**src/rtl/isut_pkg.sv**
```systemverilog
// Package for the interval set union table: sizes, operation codes, item types
// and shared control types. Depends on nothing.
`default_nettype none
package isut_pkg;
    localparam int MaxIntervals = 16;
    localparam int IdxW = $clog2(MaxIntervals);
    localparam int CntW = $clog2(MaxIntervals + 1);
    localparam int BoundW = 32;

    typedef enum logic [1:0] {
        OP_UNITE = 2'd0,
        OP_QUERY = 2'd1,
        OP_CLEAR = 2'd2,
        OP_NOP   = 2'd3
    } op_t;

    // One input item.
    typedef struct packed {
        op_t operation;
        logic signed [BoundW-1:0] first_bound;
        logic signed [BoundW-1:0] second_bound;
    } req_t;

    // One result item.
    typedef struct packed {
        logic is_member;
        logic [CntW-1:0] interval_count;
        logic table_full;
    } rsp_t;

    // Commands from the controller to the datapath.
    typedef struct packed {
        logic load;       // capture the accepted item
        logic rd_en;      // read entry at rd_idx
        logic [IdxW-1:0] rd_idx;
        logic wr_en;      // write wr_lo/wr_hi (selected by wr_sel) at wr_idx
        logic [IdxW-1:0] wr_idx;
        logic [1:0] wr_sel;
        logic clr;        // empty the table
        logic set_cnt;    // set count from cnt_val
        logic [CntW-1:0] cnt_val;
        logic merge_lo;   // widen working lo with read entry
        logic merge_hi;   // widen working hi with read entry
        logic res_load;   // latch the result
        logic res_member;
        logic res_full;
    } cmd_t;

    localparam logic [1:0] WSEL_WORK = 2'd0;  // write the working interval
    localparam logic [1:0] WSEL_READ = 2'd1;  // write the entry just read

    // Status from the datapath to the controller.
    typedef struct packed {
        op_t op;
        logic [CntW-1:0] count;
        logic up_lt_lo;   // read upper bound below working lo
        logic lo_le_hi;   // read lower bound not above working hi
        logic pt_lt_lo;   // query point below read lower bound
        logic pt_le_up;   // query point not above read upper bound
    } sts_t;
endpackage
`default_nettype wire

```
**src/rtl/isut_ram.sv**
```systemverilog
// Generic single-write, single-read RAM with registered read data.
// Depends on nothing.
`default_nettype none
module isut_ram #(
    parameter int Width = 32,
    parameter int Depth = 16
) (
    input  wire logic                     clk,
    input  wire logic                     wr_en,
    input  wire logic [$clog2(Depth)-1:0] wr_addr,
    input  wire logic [Width-1:0]         wr_data,
    input  wire logic                     rd_en,
    input  wire logic [$clog2(Depth)-1:0] rd_addr,
    output logic      [Width-1:0]         rd_data
);
    logic [Width-1:0] mem [Depth];

    always_ff @(posedge clk)
    begin
        if (wr_en)
        begin
            mem[wr_addr] <= wr_data;
        end
        if (rd_en)
        begin
            rd_data <= mem[rd_addr];
        end
    end
endmodule
`default_nettype wire

```
**src/rtl/isut_datapath.sv**
```systemverilog
// Datapath: bound memories, working interval, count and result register.
// Depends on isut_pkg and isut_ram.
`default_nettype none
module isut_datapath (
    input  wire logic                          clk,
    input  wire logic                          rst_n,
    input  wire isut_pkg::cmd_t                cmd,
    input  wire logic [1:0]                    in_op,
    input  wire logic signed [isut_pkg::BoundW-1:0] in_a,
    input  wire logic signed [isut_pkg::BoundW-1:0] in_b,
    output isut_pkg::sts_t                     sts,
    output logic                               res_member,
    output logic [4:0]                         res_count,
    output logic                               res_full
);
    import isut_pkg::*;

    logic signed [BoundW-1:0] lo_reg, hi_reg;
    logic [1:0]               op_reg;
    logic [CntW-1:0]          cnt_reg;
    logic signed [BoundW-1:0] rd_lo, rd_hi, wr_lo, wr_hi;

    isut_ram #(.Width(BoundW), .Depth(MaxIntervals)) u_lo (
        .clk(clk), .wr_en(cmd.wr_en), .wr_addr(cmd.wr_idx), .wr_data(wr_lo),
        .rd_en(cmd.rd_en), .rd_addr(cmd.rd_idx), .rd_data(rd_lo)
    );
    isut_ram #(.Width(BoundW), .Depth(MaxIntervals)) u_hi (
        .clk(clk), .wr_en(cmd.wr_en), .wr_addr(cmd.wr_idx), .wr_data(wr_hi),
        .rd_en(cmd.rd_en), .rd_addr(cmd.rd_idx), .rd_data(rd_hi)
    );

    always_comb
    begin
        if (cmd.wr_sel == WSEL_READ)
        begin
            wr_lo = rd_lo;
            wr_hi = rd_hi;
        end
        else
        begin
            wr_lo = lo_reg;
            wr_hi = hi_reg;
        end
    end

    always_ff @(posedge clk)
    begin
        if (cmd.load)
        begin
            op_reg <= in_op;
            if (in_a > in_b)
            begin
                lo_reg <= in_b;
                hi_reg <= in_a;
            end
            else
            begin
                lo_reg <= in_a;
                hi_reg <= in_b;
            end
        end
        else
        begin
            if (cmd.merge_lo && rd_lo < lo_reg)
            begin
                lo_reg <= rd_lo;
            end
            if (cmd.merge_hi && rd_hi > hi_reg)
            begin
                hi_reg <= rd_hi;
            end
        end
    end

    // The query point is first_bound, so keep it apart from the swapped pair.
    logic signed [BoundW-1:0] pt_reg;
    always_ff @(posedge clk)
    begin
        if (cmd.load)
        begin
            pt_reg <= in_a;
        end
    end

    always_ff @(posedge clk or negedge rst_n)
    begin
        if (!rst_n)
        begin
            cnt_reg    <= '0;
            res_member <= 1'b0;
            res_count  <= '0;
            res_full   <= 1'b0;
        end
        else
        begin
            if (cmd.clr)
            begin
                cnt_reg <= '0;
            end
            else if (cmd.set_cnt)
            begin
                cnt_reg <= cmd.cnt_val;
            end
            if (cmd.res_load)
            begin
                res_member <= cmd.res_member;
                res_full   <= cmd.res_full;
                res_count  <= 5'(cnt_reg);
            end
        end
    end

    always_comb
    begin
        sts.op       = op_t'(op_reg);
        sts.count    = cnt_reg;
        sts.up_lt_lo = rd_hi < lo_reg;
        sts.lo_le_hi = rd_lo <= hi_reg;
        sts.pt_lt_lo = pt_reg < rd_lo;
        sts.pt_le_up = pt_reg <= rd_hi;
    end
endmodule
`default_nettype wire

```
**config.mk**
```make
export PLATFORM = sky130hd
export DESIGN_NAME = isut_datapath
export DESIGN_NICKNAME = d
export VERILOG_FILES = /design/src/rtl/isut_pkg.sv /design/src/rtl/isut_ram.sv /design/src/rtl/isut_datapath.sv
export SDC_FILE = /design/constraint.sdc
export NUM_CORES = 1
export LEC_CHECK = 0
export BUFFER_PORTS_ARGS = -buffer_cell sky130_fd_sc_hd__buf_2
export CAP_MARGIN = 20
export CORE_MARGIN = 2
export CORE_UTILIZATION = 40
export CTS_CLUSTER_DIAMETER = 100
export DETAILED_ROUTE_END_ITERATION = 8
export SYNTH_ARGS = -nofsm -noshare
export SYNTH_HDL_FRONTEND = slang
export SYNTH_SLANG_ARGS = --single-unit
```
**constraint.sdc**
```tcl
create_clock -name clk -period 17.76 [get_ports clk]
set_clock_uncertainty 0.1 [all_clocks]
set_input_delay 5.328 -clock clk [delete_from_list [all_inputs] [get_ports clk]]
set_output_delay 5.328 -clock clk [all_outputs]
set_load 0.03 [all_outputs]
```
==> results.cfg, run 1 <==
[floorplan]
core_um2 = 128000
fp.dieH_um = 362
ios = 111
die_w_um = 362
core.rowCount = 131
start_util_pct = 40.3
die_area_um2 = 131000

[timing]
hold_viol_final = 0
fin_crit_sh_pct = 53.5
grt_setup_unrepaired = false
hold_ws_ns = 0.401
setup_tns_ns = 0
fmax_ghz = 0.105
setup_violations = 0
report.final.slew_viol_count = 0
max_slew_margin_pct = 24.6
min_period_ns = 9.50
tightest_slew_ns = 1.12

[clocking]
htreeDepth = 3
clock-sinks = 1198
clk_latency_ns = 0.76
cts_resized = 0
cts_hold_buf = 0
path_clk_slew_ns = 0.06
cts-root-buf = clkbuf_16
clock_path_buffers = 3
numCtsBuffers = 120
tritoncts = built
cts_setup_buffers = 0

[grt]
grt_max_degree = 129
grt_pass1_wl_um = 192000
gr-total-overflow = 0
grt_pass1_vias = 27800
antenna_found_initial = 28
globalRouteTotalUtil_pct = 20.2

[placement]
io_buffers = 110
dpl_cell_area_um2 = 54400
place_congestion = 0.881
dp_hpwl_um = 79000

[drt]
drt-initial-drc-count = 2917
wl_per_cell_um = 27.9
avgViaCountPerCell = 5.79
first_pass_iters = 5
via_count = 27600
remaining_drc_errors = 0
ant_nets = 0
totalWireLength_um = 133000

[synthesis]
ys.flop_type = edfxtp_1
syn_nets = 3100
synth_area_leader_cell = edfxtp_1
ys_seq_area_share_pct = 69.9
postSynthCellCount = 2786
avgSynthCellArea_um2 = 18.4
ys_warn_count = 0
synth_area_um2 = 51400
yosys-top-cells-area = edfxtp_1, mux4_2, ha_1
synth_top_cell_area_share_pct = 69.3
synth-seq-cells = 1198
async_flop_share_pct = 1.00
synth-edff-count = 1186
ys_types = 53

[cells_and_area]
top_regs = u_hi.mem: 512 flops, u_lo.mem: 512 flops
area_growth_pct = 13.7
drive_gt1_share_pct = 24.3
finish.utilization_pct = 45.8
final_nets = 3319
final_area_um2 = 58400

[worst_setup_path]
worstPathArrival_ns = 4.07
worstSetupPathType = flip-flop to primary output
crit_fanout = 4
crit_slowest_cell = a221oi_1
crit_chain = inv_1 -> ha_1 -> a21o_1 -> a21oi_1 -> o211ai_1 -> a211o_1 -> a221oi_1 -> o31a_1 -> buf_2
startpoint_type = flip-flop
critPathRequiredTime_ns = 12.33
endpoint_kind = primary output
critPathMaxStageDelay_ns = 0.71

[run_status]
status = complete, no violations

[hold_path]
hold_path_class = flip-flop to flip-flop

[run]
drv_cap = 0

[power]
p_per_area_nw_per_um2 = 114
power.leakage_nw = 20.3
ir_drop_uv = 90.4
synthesized netlist by cell type (all sizes together), types with 8 or more instances:
cell type	n
or3b	33
o21ai	159
a21o	49
edfxtp	1186
nor2	99
ha	221
nand2b	9
o211ai	9
nand3	14
mux2	8
buf	53
clkbuf	73
nand2	86
inv	164
a211oi	15
dfrtp	12
a21oi	48
nor3	13
nor2b	14
or3	33
nand4	37
a31oi	67
mux4	320
per-stage QoR:
step           power [W]  instances  setup WS, ns
2_1_floorplan    0.00388       2786          6.90
3_3_place_gp     0.00415       4532          8.49
3_5_place_dp     0.00418       4536          8.37
4_1_cts          0.00668       4758          8.21
5_1_grt          0.00688       4768          8.18
6_report         0.00663       4769          8.26
cells by family after synthesis:
group / Yosys count / synth area share [%]
compound gates: 384 / 4.51
fa+ha+maj: 221 / 5.38
buf+inv: 293 / 2.32
flops: 1198 / 69.9
mux: 335 / 14.3
simple gates: 355 / 3.56
worst paths after layout:
path / from / to / slack [ns] / depth (start not counted)
worst max-delay path: u_lo.rd_data[1] / sts[1] / 8.26 / 9
max in group asynchronous: rst_n / cnt_reg[0] / 12.96 / 1
min in group asynchronous: rst_n / cnt_reg[2] / 4.39 / 1
worst max register to register: u_hi.rd_data[28] / hi_reg[1] / 13.87 / 7
worst min register to register: res_count[4] / res_count[4] / 0.40 / 1
worst min-delay path: res_count[4] / res_count[4] / 0.40 / 1
power by group:
group / internal [W] / leakage [nW] / total (W) / switching (W)
clock: 0.00143 / 1.88 / 0.00250 / 0.00107
combinational: 0.000287 / 7.38 / 0.000765 / 0.000478
sequential: 0.00331 / 11.0 / 0.00337 / 0.0000575
total: 0.00503 / 20.3 / 0.00663 / 0.00161
per-layer routing:
metal / vias to the layer above / track usage, % / share of wire [%]
met5: - / 0 / 0.14
met4: 28 / 5.56 / 2.6
met3: 239 / 3.83 / 7.2
met2: 1055 / 32.0 / 47
met1: 14500 / 28.8 / 43
li1: 11800 / - / -
critical path, delay by kind of cell (launching register included):
family / cells / cell delay, ns
buffers and inverters: 2 / 0.34
AOI/OAI and AO/OA: 6 / 2.17
adders and majority gates: 1 / 0.30
DFF: 1 / 0.52
area by class of cell:
cell class | count | area, um^2
inverters | 164 | 616
diodes | 2 | 5.00
clock inverters | 69 | 661
clock buffers | 153 | 3230
repair buffers | 226 | 1490
flip-flops and latches | 1198 | 35900
fillers | 10800 | 69100
multi-input cells | 1295 | 14400
well taps | 1662 | 2080
placed cells by master (no fill, tap or decap), drive strengths merged, types with 37 or more instances in the layout:
| cell type | n |
|---|---|
| a21o | 49 |
| a21oi | 48 |
| a31oi | 67 |
| buf | 225 |
| clkbuf | 154 |
| clkinv | 46 |
| edfxtp | 1186 |
| ha | 221 |
| inv | 169 |
| mux4 | 320 |
| nand2 | 86 |
| nand4 | 37 |
| nor2 | 99 |
| o21ai | 159 |
No activity file was read; power rests on OpenSTA's default activity.
==> run 2, diff against run 1 <==
Clock period 17.76 ns to 8.3 ns, I/O delays scaled along.
==> run 2 against run 1 <==
  * Design area shrank 0.14%
  * Non-clock buffer count shrank 4
  * Sequential power increased by 110%
  * Sequential share of layout area grew 0.088 points
  * Clock power is 110% higher
  * Routed wire length shrank 0.31%
  * Critical path type unchanged
  * Largest power group unchanged
  * Highest routed layer unchanged
==> results.cfg, run 2 (synthesis results as in run 1) <==
[worst_setup_path]
critPathMaxStageDelay_ns = 0.77
ff2ff_path_depth = 9
crit_fanout = 4
cpLargestDelayFamily = compound AO/OA/AOI/OAI gates
startpoint_type = flip-flop
critPathBufInv = 2
rrSetupSlack_ns = 4.84
endpoint_kind = primary output
critical_path_depth = 9
critPathRequiredTime_ns = 5.71
rr_startpoint = u_lo.rd_data[5]
worstPathArrival_ns = 4.13
worstSetupPathType = flip-flop to primary output
crit_slowest_cell = a221oi_1
r2r-end = lo_reg[7]
crit_chain = inv_1 -> ha_1 -> a21o_1 -> a211oi_1 -> o211ai_1 -> a211o_1 -> a221oi_1 -> o31a_1 -> buf_2

[grt]
grtUsageMet2_pct = 31.2
antenna_found_initial = 37
grt_util_met1_pct = 28.0
grt_max_degree = 129
busiest_layer = met2
gr-total-overflow = 0
grt_pass1_vias = 28200
globalRouteTotalUtil_pct = 20.1
grt_pass1_wl_um = 191000
met3_usage_pct = 5.66

[timing]
setup_violations = 0
tightest_slew_ns = 1.16
grt_setup_unrepaired = false
fmax_ghz = 0.149
min_period_ns = 6.72
fin_crit_sh_pct = 80.9
setup_tns_ns = 0
max_slew_margin_pct = 22.4
hold_viol_final = 0
report.final.slew_viol_count = 0

[clocking]
cts_hold_buf = 0
numCtsBuffers = 119
cts-root-buf = clkbuf_16
cts_setup_buffers = 0
clock-sinks = 1198
cts_resized = 0
clock_path_buffers = 3
path_clk_slew_ns = 0.06
tritoncts = built
clk_latency_ns = 0.75
htreeDepth = 3

[hold_path]
hold_path_class = flip-flop to flip-flop
hold_start = res_count[0]
min_to = res_count[0]
holdPathStages = 1

[cells_and_area]
final_cell_mix = edfxtp_1, mux4_2, ha_1, inv_1, o21ai_0
top_regs = u_hi.mem: 512 flops, u_lo.mem: 512 flops
final_nets = 3314
n_fill_cell = 10800
drive_gt1_share_pct = 24.2
layout_commonest_cell = edfxtp_1
area_growth_pct = 13.5
instances_no_fill = 4764
finish.utilization_pct = 45.8

[drt]
avgViaCountPerCell = 5.80
ant_nets = 0
via_count = 27600
drt-initial-drc-count = 2700
first_pass_iters = 5
remaining_drc_errors = 0
wl_per_cell_um = 27.8
totalWireLength_um = 132000

[power]
combPwrFrac_pct = 11.6
intPower_w = 0.0107
ir_drop_uv = 200
p_sw_share_pct = 24.2
sequentialPowerShare_pct = 51.3
p_per_area_nw_per_um2 = 241
switchingPower_w = 0.00340
clockPowerShare_pct = 37.1
power.leakage_nw = 20.2

[floorplan]
ios = 111
fp.dieH_um = 362
die_area_um2 = 131000
die_w_um = 362
start_util_pct = 40.3
core.rowCount = 131
core_um2 = 128000

[placement]
io_buffers = 110
place_inst = 4531
place_congestion = 0.895
dp_hpwl_um = 78300

[run_status]
status = complete, no violations

[run]
drv_cap = 0
-- run 2: cell count changes in the layout (fill, tap and decap cells not counted), moves of 4 or more --
cell and change:
o21ai_1 +5, o21ai_0 -5, clkbuf_1 -4, buf_4 -4, clkinv_1 +4
-- run 2: how the worst max path moves through the flow --
stage / slack [ns] / start / to
floorplan: 0.28 / cmd[17] / u_hi.mem[0][0]
global placement: 1.44 / in_b[29] / hi_reg[16]
detailed placement: 1.70 / in_a[31] / hi_reg[22]
CTS: 1.54 / u_hi.rd_data[31] / sts[0]
global route: 1.40 / u_hi.rd_data[31] / sts[0]
finish: 1.58 / u_lo.rd_data[5] / sts[1]
-- run 2: area by class of cell --
type | instances | area [um^2] | area share, %
Multi-Input combinational cell | 1295 | 14400 | 24.7
Sequential cell | 1198 | 35900 | 61.6
Inverter | 164 | 616 | 1.06
Clock inverter | 74 | 652 | 1.12
Antenna cell | 4 | 10.0 | 0.0172
Timing Repair Buffer | 222 | 1490 | 2.56
Clock buffer | 145 | 3140 | 5.38
Tap cell | 1662 | 2080 | 3.56
-- run 2: per-stage QoR --
step	total power (W)	setup slack, ns	hold WS (ns)	area, um^2
floorplan	0.00830	0.281	0.529	51400
global placement	0.00889	1.44	0.387	54400
detailed placement	0.00895	1.70	0.395	54500
CTS	0.0142	1.54	0.409	58300
global route	0.0146	1.40	0.422	58300
finish	0.0141	1.58	0.402	58300
-- run 2: layer usage --
layer	up-vias	part of all wire, %
li1	11800	-
met1	14400	42
met2	1169	46
met3	268	8.8
met4	40	2.7
met5	-	0.20
-- run 2: power groups by stage --
stage | registers [W] | logic, W | clock network [W]
6_report | 0.00721 | 0.00163 | 0.00521
5_1_grt | 0.00722 | 0.00180 | 0.00557
4_1_cts | 0.00721 | 0.00162 | 0.00533
3_5_place_dp | 0.00734 | 0.00161 | 0
3_3_place_gp | 0.00733 | 0.00156 | 0
2_1_floorplan | 0.00730 | 0.00100 | 0
