**src/rtl/isut_pkg.sv**
```systemverilog
// Package for the interval set union table: sizes, operation codes, item types
// and shared control types. Depends on nothing.
`default_nettype none
package isut_pkg;
    localparam int MaxIntervals = 16;
    localparam int IdxW = $clog2(MaxIntervals);
    localparam int CntW = $clog2(MaxIntervals + 1);
    localparam int BoundW = 32;

    typedef enum logic [1:0] {
        OP_UNITE = 2'd0,
        OP_QUERY = 2'd1,
        OP_CLEAR = 2'd2,
        OP_NOP   = 2'd3
    } op_t;

    // One input item.
    typedef struct packed {
        op_t operation;
        logic signed [BoundW-1:0] first_bound;
        logic signed [BoundW-1:0] second_bound;
    } req_t;

    // One result item.
    typedef struct packed {
        logic is_member;
        logic [CntW-1:0] interval_count;
        logic table_full;
    } rsp_t;

    // Commands from the controller to the datapath.
    typedef struct packed {
        logic load;       // capture the accepted item
        logic rd_en;      // read entry at rd_idx
        logic [IdxW-1:0] rd_idx;
        logic wr_en;      // write wr_lo/wr_hi (selected by wr_sel) at wr_idx
        logic [IdxW-1:0] wr_idx;
        logic [1:0] wr_sel;
        logic clr;        // empty the table
        logic set_cnt;    // set count from cnt_val
        logic [CntW-1:0] cnt_val;
        logic merge_lo;   // widen working lo with read entry
        logic merge_hi;   // widen working hi with read entry
        logic res_load;   // latch the result
        logic res_member;
        logic res_full;
    } cmd_t;

    localparam logic [1:0] WSEL_WORK = 2'd0;  // write the working interval
    localparam logic [1:0] WSEL_READ = 2'd1;  // write the entry just read

    // Status from the datapath to the controller.
    typedef struct packed {
        op_t op;
        logic [CntW-1:0] count;
        logic up_lt_lo;   // read upper bound below working lo
        logic lo_le_hi;   // read lower bound not above working hi
        logic pt_lt_lo;   // query point below read lower bound
        logic pt_le_up;   // query point not above read upper bound
    } sts_t;
endpackage
`default_nettype wire

```
**src/rtl/isut_ctrl.sv**
```systemverilog
// Controller: sequences the table walk, merge compaction and insertion shift.
// Depends on isut_pkg.
`default_nettype none
module isut_ctrl (
    input  wire logic           clk,
    input  wire logic           rst_n,
    input  wire logic           in_valid,
    output logic                in_ready,
    output logic                out_valid,
    input  wire logic           out_ready,
    input  wire isut_pkg::sts_t sts,
    output isut_pkg::cmd_t      cmd
);
    import isut_pkg::*;

    typedef enum logic [11:0] {
        S_IDLE   = 12'b000000000001,
        S_DISP   = 12'b000000000010,
        S_QWAIT  = 12'b000000000100,
        S_FWAIT  = 12'b000000001000,
        S_JWAIT  = 12'b000000010000,
        S_MWRITE = 12'b000000100000,
        S_CWAIT  = 12'b000001000000,
        S_SWAIT  = 12'b000010000000,
        S_INS    = 12'b000100000000,
        S_PLACE  = 12'b001000000000,
        S_RES    = 12'b010000000000,
        S_OUT    = 12'b100000000000
    } state_t;

    state_t state_reg, state_next;
    // Walk index; CntW bits so it can reach the count itself.
    logic [CntW-1:0] i_reg, i_next, j_reg, j_next, k_reg, k_next;
    logic member_reg, member_next, full_reg, full_next;

    always_ff @(posedge clk or negedge rst_n)
    begin
        if (!rst_n)
        begin
            state_reg  <= S_IDLE;
            i_reg      <= '0;
            j_reg      <= '0;
            k_reg      <= '0;
            member_reg <= 1'b0;
            full_reg   <= 1'b0;
        end
        else
        begin
            state_reg  <= state_next;
            i_reg      <= i_next;
            j_reg      <= j_next;
            k_reg      <= k_next;
            member_reg <= member_next;
            full_reg   <= full_next;
        end
    end

    assign in_ready  = (state_reg == S_IDLE);
    assign out_valid = (state_reg == S_OUT);

    always_comb
    begin
        state_next  = state_reg;
        i_next      = i_reg;
        j_next      = j_reg;
        k_next      = k_reg;
        member_next = member_reg;
        full_next   = full_reg;
        cmd         = '0;
        case (state_reg)
            S_IDLE:
            begin
                if (in_valid)
                begin
                    cmd.load    = 1'b1;
                    member_next = 1'b0;
                    full_next   = 1'b0;
                    i_next      = '0;
                    state_next  = S_DISP;
                end
            end
            S_DISP:
            begin
                case (sts.op)
                    OP_UNITE, OP_QUERY:
                    begin
                        if (sts.count == '0)
                        begin
                            state_next = (sts.op == OP_UNITE) ? S_INS : S_RES;
                        end
                        else
                        begin
                            cmd.rd_en  = 1'b1;
                            cmd.rd_idx = IdxW'(0);
                            state_next = (sts.op == OP_UNITE) ? S_FWAIT : S_QWAIT;
                        end
                    end
                    OP_CLEAR:
                    begin
                        cmd.clr    = 1'b1;
                        state_next = S_RES;
                    end
                    default:
                    begin
                        state_next = S_RES;
                    end
                endcase
            end
            S_QWAIT:
            begin
                if (sts.pt_lt_lo)
                begin
                    state_next = S_RES;
                end
                else if (sts.pt_le_up)
                begin
                    member_next = 1'b1;
                    state_next  = S_RES;
                end
                else if (CntW'(i_reg + 1'b1) >= sts.count)
                begin
                    state_next = S_RES;
                end
                else
                begin
                    i_next     = CntW'(i_reg + 1'b1);
                    cmd.rd_en  = 1'b1;
                    cmd.rd_idx = IdxW'(i_reg + 1'b1);
                end
            end
            S_FWAIT:
            begin
                // Entry i has been read.
                if (sts.up_lt_lo)
                begin
                    if (CntW'(i_reg + 1'b1) >= sts.count)
                    begin
                        i_next     = CntW'(i_reg + 1'b1);
                        state_next = S_INS;
                    end
                    else
                    begin
                        i_next     = CntW'(i_reg + 1'b1);
                        cmd.rd_en  = 1'b1;
                        cmd.rd_idx = IdxW'(i_reg + 1'b1);
                    end
                end
                else if (sts.lo_le_hi)
                begin
                    cmd.merge_lo = 1'b1;
                    cmd.merge_hi = 1'b1;
                    j_next       = i_reg;
                    if (CntW'(i_reg + 1'b1) >= sts.count)
                    begin
                        state_next = S_MWRITE;
                    end
                    else
                    begin
                        cmd.rd_en  = 1'b1;
                        cmd.rd_idx = IdxW'(i_reg + 1'b1);
                        state_next = S_JWAIT;
                    end
                end
                else
                begin
                    state_next = S_INS;
                end
            end
            S_JWAIT:
            begin
                // Entry j+1 has been read.
                if (sts.lo_le_hi)
                begin
                    cmd.merge_hi = 1'b1;
                    j_next       = CntW'(j_reg + 1'b1);
                    if (CntW'(j_reg + 2'd2) >= sts.count)
                    begin
                        state_next = S_MWRITE;
                    end
                    else
                    begin
                        cmd.rd_en  = 1'b1;
                        cmd.rd_idx = IdxW'(j_reg + 2'd2);
                    end
                end
                else
                begin
                    state_next = S_MWRITE;
                end
            end
            S_MWRITE:
            begin
                cmd.wr_en   = 1'b1;
                cmd.wr_idx  = IdxW'(i_reg);
                cmd.wr_sel  = WSEL_WORK;
                k_next      = CntW'(j_reg + 1'b1);
                if (CntW'(j_reg + 1'b1) >= sts.count)
                begin
                    cmd.set_cnt = 1'b1;
                    cmd.cnt_val = CntW'(sts.count - (j_reg - i_reg));
                    state_next  = S_RES;
                end
                else
                begin
                    cmd.rd_en  = 1'b1;
                    cmd.rd_idx = IdxW'(j_reg + 1'b1);
                    state_next = S_CWAIT;
                end
            end
            S_CWAIT:
            begin
                // Entry k has been read; move it down by j-i.
                cmd.wr_en  = 1'b1;
                cmd.wr_idx = IdxW'(k_reg - (j_reg - i_reg));
                cmd.wr_sel = WSEL_READ;
                if (CntW'(k_reg + 1'b1) >= sts.count)
                begin
                    cmd.set_cnt = 1'b1;
                    cmd.cnt_val = CntW'(sts.count - (j_reg - i_reg));
                    state_next  = S_RES;
                end
                else
                begin
                    k_next     = CntW'(k_reg + 1'b1);
                    cmd.rd_en  = 1'b1;
                    cmd.rd_idx = IdxW'(k_reg + 1'b1);
                end
            end
            S_INS:
            begin
                if (sts.count >= CntW'(MaxIntervals))
                begin
                    full_next  = 1'b1;
                    state_next = S_RES;
                end
                else if (sts.count == i_reg)
                begin
                    cmd.wr_en   = 1'b1;
                    cmd.wr_idx  = IdxW'(i_reg);
                    cmd.wr_sel  = WSEL_WORK;
                    cmd.set_cnt = 1'b1;
                    cmd.cnt_val = CntW'(sts.count + 1'b1);
                    state_next  = S_RES;
                end
                else
                begin
                    // Shift entries up from the top, entry k-1 into k.
                    k_next     = sts.count;
                    cmd.rd_en  = 1'b1;
                    cmd.rd_idx = IdxW'(sts.count - 1'b1);
                    state_next = S_SWAIT;
                end
            end
            S_SWAIT:
            begin
                cmd.wr_en  = 1'b1;
                cmd.wr_idx = IdxW'(k_reg);
                cmd.wr_sel = WSEL_READ;
                if (CntW'(k_reg - 1'b1) == i_reg)
                begin
                    state_next = S_PLACE;
                end
                else
                begin
                    k_next     = CntW'(k_reg - 1'b1);
                    cmd.rd_en  = 1'b1;
                    cmd.rd_idx = IdxW'(k_reg - 2'd2);
                end
            end
            S_PLACE:
            begin
                cmd.wr_en   = 1'b1;
                cmd.wr_idx  = IdxW'(i_reg);
                cmd.wr_sel  = WSEL_WORK;
                cmd.set_cnt = 1'b1;
                cmd.cnt_val = CntW'(sts.count + 1'b1);
                state_next  = S_RES;
            end
            S_RES:
            begin
                cmd.res_load   = 1'b1;
                cmd.res_member = member_reg;
                cmd.res_full   = full_reg;
                state_next     = S_OUT;
            end
            S_OUT:
            begin
                if (out_ready)
                begin
                    state_next = S_IDLE;
                end
            end
            default:
            begin
                state_next = S_IDLE;
            end
        endcase
    end
endmodule
`default_nettype wire

```
**config.mk**
```make
export PLATFORM = sky130hd
export DESIGN_NAME = isut_ctrl
export DESIGN_NICKNAME = d
export VERILOG_FILES = /design/src/rtl/isut_pkg.sv /design/src/rtl/isut_ctrl.sv
export SDC_FILE = /design/constraint.sdc
export NUM_CORES = 1
export LEC_CHECK = 0
export ABC_AREA = 1
export BUFFER_PORTS_ARGS = -buffer_cell sky130_fd_sc_hd__buf_2
export CAP_MARGIN = 25
export CORE_MARGIN = 10
export CORE_UTILIZATION = 25
export CTS_CLUSTER_DIAMETER = 80
export DETAILED_ROUTE_END_ITERATION = 8
export GPL_TIMING_DRIVEN = 0
export PLACE_DENSITY = 0.47
export SYNTH_ARGS = -nofsm -noshare
export SYNTH_HDL_FRONTEND = slang
export SYNTH_SLANG_ARGS = --single-unit
```
**constraint.sdc**
```tcl
create_clock -name clk -period 3.89 [get_ports clk]
set_clock_uncertainty 0.15 [all_clocks]
set_input_delay 0.778 -clock clk [delete_from_list [all_inputs] [get_ports clk]]
set_output_delay 0.778 -clock clk [all_outputs]
set_load 0.01 [all_outputs]
```
==> results of run 1 <==
[area by class of cell]
class,count,area (um2),area share
sequential,29,734,0.140
timing repair buffer,74,455,0.0871
inverter,100,404,0.0773
clock inverter,3,17.5,0.00335
clock buffer,5,125,0.0239
buffer,7,62.6,0.0120
tap,216,270,0.0517
multi-input combinational,497,3160,0.604
[cells in the final DEF, fill, tap and decap left out, types with 6 or more instances in the layout]
master and instances:
nor2_1 55, buf_4 36, nor2_2 12, nand2_1 170, buf_2 42, ha_1 32, dfrtp_1 22, nand4_1 18
a21oi_1 13, o21ai_1 8, nand3_1 59, xor2_1 12, nand2_2 6, dfrtp_2 6, inv_1 79, nor3_1 11
o21ai_0 24, inv_2 12, nand2_4 9
[what timing repair did]
item	CTS	global route
setup buffers	11	23
hold buffers	0	0
pin swaps	1	12
setup endpoints to repair	12	12
gates resized for setup	23	41
[layer usage]
metal | wire length (um) | part of all wire | global-route usage | vias to the layer above
met5 | 0 | 0 | 0 | -
met4 | 212 | 0.014 | 0.0342 | 0
met3 | 775 | 0.053 | 0.0208 | 14
met2 | 6800 | 0.46 | 0.216 | 98
met1 | 6890 | 0.47 | 0.179 | 1972
li1 | - | - | - | 2204
[final timing paths]
| check | cells after the start | end |
|---|---|---|
| setup / recovery | 12 | cmd[5] |
| hold / removal | 2 | member_reg |
| setup reg to reg | 13 | i_reg[3] |
| hold reg to reg | 2 | member_reg |
| max in group asynchronous | 1 | i_reg[1] |
| min in group asynchronous | 1 | state_reg[1] |
[power breakdown]
| group | total [mW] | leakage (nW) | internal [mW] | switching [mW] |
|---|---|---|---|---|
| registers | 0.468 | 0.368 | 0.372 | 0.0967 |
| clock network | 0.405 | 0.0696 | 0.235 | 0.170 |
| logic | 1.96 | 2.31 | 0.780 | 1.18 |
| total | 2.83 | 2.75 | 1.39 | 1.45 |
[critical path, stage by stage, from the launching register on]
cell	delay, ns
dfrtp_2	0.45
ha_1	0.26
xnor2_2	0.26
inv_1	0.13
ha_1	0.34
nand4_1	0.09
or2_2	0.29
nand4_1	0.18
nand2_2	0.12
nand2_4	0.09
inv_2	0.07
o22ai_1	0.10
buf_2	0.15
[per-stage QoR]
| stage | power [mW] | setup TNS (ns) | worst slack (ns) | instances | util |
|---|---|---|---|---|---|
| floorplan | 1.68 | 0 | 0.644 | 633 | - |
| global placement | 2.13 | -0.781 | -0.218 | 889 | 0.286 |
| detailed placement | 2.12 | -0.494 | -0.187 | 889 | 0.286 |
| CTS | 2.62 | 0 | 0.00182 | 908 | 0.305 |
| global route | 3.11 | -0.0889 | -0.0188 | 931 | 0.328 |
| finish | 2.83 | 0 | 0.124 | 931 | 0.328 |
[kinds of logic (layout without fill, tap and decap cells)]
| group | after synthesis | after routing |
|---|---|---|
| xor gates and xnor gates | 21 | 21 |
| AOI/OAI and AO/OA | 65 | 65 |
| buffers and inverters | 107 | 189 |
| DFF | 29 | 29 |
| and+or+nand+nor | 365 | 365 |
| other | 1 | 1 |
| adders and majority gates | 45 | 45 |
==> impl_results.md, run 1 <==
- Status: finished, final reports clean
- DRT Wirelength: between 10 and 15 mm
- Layout cell share with drive strength beyond 1: 0.269
- CTS H-tree lvls: 2
- Simple-Gate Fraction of Synth Area: 0.430
- Register clock-pin slew on the reported worst setup and hold paths: roughly 0.06 ns
- Worst setup path startpoint: j_reg[0]
- Fin nets: between 700 and 800
- Top cells by count, synth: 172 x nand2_1, 89 x inv_1, 61 x nand3_1
- Fin crit share: 0.968
- Initial drt markers: between 300 and 400
- Post-Syn Nets: between 600 and 700
- Port buffer count: 40
- Startpoint types: register
- TritonCTS clock tree: built
- Vias in the first global route: around 4000
- Final Cell Area: ~5200 um2
- Die extent in x: around 150 um
- Global-route wire length before repair: approximately 23 mm
- Worst endpoint required time: 2.96 ns
- EDFF count, synth: 0
- Cell area after synthesis: 4080 um2
- Site Rows: 46
- ANT nets after route: 0
- Post-synthesis compound-gate area fraction: 0.0962
- Starting Density: 0.256
- Arrival @ worst endpoint: between 2 and 3 ns
- GRT overflow: 0
- Final hold violations: 0
- DR WL/cell: between 15 and 20 um
- Asr flop ratio synth: 1.00
- Ys flop type: dfrtp_1
- Crit path kind: reg -> out
- Die Height: between 100 and 150 um
- MaxCap Viol Count: 0
- CP endpoint kind: output port
- Root Buffer: clkbuf_16
- Post-Synth XOR/XNOR Area: 0.0450
- RR Startpoint: i_reg[0]
- Sink Count: 29
- Critical hold path startpoint: member_reg
- Leakage: approximately 2.7 nW
- Fill cells: ~1800
- Post-DP HPWL: roughly 12 mm
- Count leader, synth: nand2_1
- Vias: ~4300
- RSZ-0062 raised after global routing: true
- Antenna violations before repair: 0
- Yosys reg bits: 29
- Adder-cell area share of the yosys netlist: 0.143
- Syn Inst Count: around 630
- Mux cell area share after synthesis: 0
- CP max FO: 5
- Die Footprint: 21800 um2
- Via-to-Cell Ratio: between 4 and 5
- Gr usage total: 0.133
- DP Area: 4550 um2
- Worst Tran Pin Value: about 0.78 ns
- DRC: 0
- Post-synthesis sequential area ratio: 0.178
- Main combinational cell family by area after synthesis: simple AND/OR/NAND/NOR gates
- Area Growth Syn to Fin: 28.0%
- Fmax: 266 MHz
- Cell taking the most area after synthesis: dfrtp_1
- # IOs: 42
- Final setup fails: 0
- Maximum clock path buffer count: 2
- Largest cells by area after synthesis: dfrtp_1 17%, nand2_1 16%, ha_1 13%
- Hold_ws: between 0.3 and 0.4 ns
- Synth warn: 0
- Post-route minimum period: 3.77 ns
- Pwr Density: around 540 nW/um2
- Worst Hold Class: reg -> reg
- Pin count of the biggest net entering global routing: 30
- Count of cell types in the netlist: between 40 and 50
- Post-synth top area share: 0.172
- Max reg flops: 12
- DRT Pass-1 Iters: 5
- Inserted Diodes: 0
- Gpl congestion: about 0.87
- R2r setup slk: around 1.2 ns
- Slew HR: 0.477
- Peak supply drop: between 150 and 200 uV
- Avg Cell Area, Syn: 6.45 um2
- Clk Latency, worst-skew pair: between 0.2 and 0.3 ns
- Number of buffers created by CTS: 5
- Max Slew Vio Count: 0
- Total core area: 15900 um2
Power figures use the tool's default switching activity.
==> run 2: changes to the inputs <==
==> constraint.sdc (replaced) <==
create_clock -name clk -period 3.89 [get_ports clk]
set_clock_uncertainty 0.15 [all_clocks]
set_input_delay 0.778 -clock clk [delete_from_list [all_inputs] [get_ports clk]]
set_output_delay 0.778 -clock clk [all_outputs]
set_load 0.02 [all_outputs]
==> impl_results.md, run 2 (synthesized netlist as in run 1, its figures left out) <==
- Number of cells after detailed placement: 889 (unchanged)
- CP max stage cell: dfrtp_2 (unchanged)
- Startpoint types: register (unchanged)
- Number of buffers created by CTS: 5 (unchanged)
- Pin count of the biggest net entering global routing: 30 (unchanged)
- Arrival @ worst endpoint: 2.88 ns (was 2.84 ns)
- Worst endpoint required time: 2.96 ns (about the same)
- Die Footprint: 21800 um2 (unchanged)
- Critical Path Max Stage Delay: 0.45 ns (about the same)
- DRC: 0 (unchanged)
- Fin nets: 777 (was 774)
- Worst Tran Pin Value: 0.757 ns (was 0.784 ns)
- Buf/Inv on CP: 4 (was 3)
- Leakage: 2.78 nW (was 2.75 nW)
- Via-to-Cell Ratio: 4.61 (about the same)
- Final hold violations: 0 (unchanged)
- Layout cell share with drive strength beyond 1: 0.272 (was 0.269)
- Root Buffer: clkbuf_16 (unchanged)
- Post-DP HPWL: 11.8 mm (unchanged)
- Sink Count: 29 (unchanged)
- Vias in the first global route: 4023 (was 4038)
- Crit-path cells: ha_1, xnor2_2, inv_2, ha_1, nand4_1, or2_2, nand4_1, buf_4, nor2_4, inv_1, nand4_1, buf_6 (was ha_1, xnor2_2, inv_1, ha_1, nand4_1, or2_2, nand4_1, nand2_2, nand2_4, inv_2, o22ai_1, buf_2)
- Site Rows: 46 (unchanged)
- RSZ-0062 raised after global routing: true (unchanged)
- Initial drt markers: 271 (was 378)
- Final Cell Area: 5340 um2 (was 5230 um2)
- Peak supply drop: 167 uV (was 171 uV)
- MaxCap Viol Count: 0 (unchanged)
- Antenna violations before repair: 0 (unchanged)
- GRT overflow: 0 (unchanged)
- TritonCTS clock tree: built (unchanged)
- Gpl congestion: 0.872 (unchanged)
- # IOs: 42 (unchanged)
- Max reg flops: 12 (unchanged)
- CP max FO: 4 (was 5)
- Global-route wire length before repair: 22.6 mm (about the same)
- CTS H-tree lvls: 2 (unchanged)
- Fin crit share: 0.980 (was 0.968)
- Port buffer count: 40 (unchanged)
- Inserted Diodes: 0 (unchanged)
- Register clock-pin slew on the reported worst setup and hold paths: 0.06 ns (about the same)
- Gr usage total: 0.132 (was 0.133)
- Starting Density: 0.256 (unchanged)
- DRT Wirelength: 14.8 mm (was 14.7 mm)
- Die extent in x: 148 um (unchanged)
- Fill cells: 1774 (was 1789)
- Vias: 4304 (was 4288)
- Die Height: 148 um (unchanged)
- Crit path kind: reg -> out (unchanged)
- ANT nets after route: 0 (unchanged)
- DP Area: 4550 um2 (unchanged)
- Worst Hold Class: reg -> reg (unchanged)
- CTS Hold Buffers Added: 0 (unchanged)
- CP endpoint kind: output port (unchanged)
- Clk Latency, worst-skew pair: 0.29 ns (about the same)
- Maximum clock path buffer count: 2 (unchanged)
- Cell family with most CP delay: simple AND/OR/NAND/NOR gates (unchanged)
- CP most frequent cell: nand4_1
- Post-route minimum period: 3.81 ns (was 3.77 ns)
- Total core area: 15900 um2 (unchanged)
- Max Slew Vio Count: 0 (unchanged)
- DRT Pass-1 Iters: 5 (unchanged)
- Final setup fails: 0 (unchanged)
- Slew HR: 0.495 (was 0.477)
- Post-Layout Cell Count: 934 (was 931)
- Pwr Density: 541 nW/um2 (was 542 nW/um2)
- Fmax: 262 MHz (was 266 MHz)
- Status: finished, final reports clean (unchanged)
- Commonest non-fill, non-tap cell in the layout: nand2_1 (unchanged)
- DR WL/cell: 15.9 um (was 15.8 um)
- Area Growth Syn to Fin: 30.8% (was 28.0%)
- Most frequent cells in the layout: 170 x nand2_1, 80 x inv_1, 59 x nand3_1, 53 x nor2_1, 43 x buf_4 (was 170 x nand2_1, 79 x inv_1, 59 x nand3_1, 55 x nor2_1, 42 x buf_2)
-- run 2: tightest hold or removal path, cell delays in order (launching register included) --
cell and delay [ns]:
dfrtp_1 0.32, inv_1 0.05, o32ai_1 0.12
-- run 2: through the flow --
| stage | hold slack [ns] | worst slack, ns | utilization | TNS [ns] | power, mW |
|---|---|---|---|---|---|
| global placement | 0.377 | -0.251 | 0.286 | -1.06 | 2.14 |
| detailed placement | 0.359 | -0.220 | 0.286 | -0.677 | 2.14 |
| finish | 0.390 | 0.0782 | 0.335 | 0 | 2.89 |
| global route | 0.417 | -0.0353 | 0.335 | -0.0661 | 3.17 |
| floorplan | 0.332 | 0.566 | - | 0 | 1.70 |
| CTS | 0.379 | 0.00529 | 0.304 | 0 | 2.63 |
-- run 2: report_power, final --
part	switching (mW)	total, mW	internal (mW)
Combinational	1.21	2.01	0.804
Sequential	0.0991	0.471	0.372
Clock	0.168	0.403	0.235
Total	1.48	2.89	1.41
-- run 2: repair_timing --
action,4_1_cts,5_1_grt
gates resized for setup,23,62
pin swaps,1,15
setup buffers,8,29
endpoints found under the hold margin,0,0
setup endpoints to repair,12,12
-- run 2: routing by layer --
metal	up-vias	wire (um)	part of all wire	GRT usage
li1	2211	-	-	-
met5	-	0	0	0
met3	9	808	0.055	0.0208
met2	101	6970	0.47	0.215
met1	1983	6890	0.47	0.178
met4	0	136	0.0092	0.0322
-- run 2: final cells by class --
cell class                 count  area [um2]  share of cell area
tap                          216         270              0.0506
clock buffer                   5         125              0.0234
sequential                    29         734               0.138
inverter                     100         400              0.0750
clock inverter                 3        17.5             0.00328
buffer                         7        62.6              0.0117
multi-input combinational    497        3190               0.597
timing repair buffer          77         541               0.101
-- run 2: path summary, 6_finish.rpt --
kind	slack [ns]	depth (start not counted)	endpoint	startpoint
max	0.08	12	cmd[23]	j_reg[0]
min	0.39	2	member_reg	member_reg
max reg2reg	1.14	13	i_reg[3]	i_reg[0]
min reg2reg	0.39	2	member_reg	member_reg
max in group asynchronous	2.66	1	k_reg[0]	rst_n
min in group asynchronous	0.40	1	state_reg[4]	rst_n
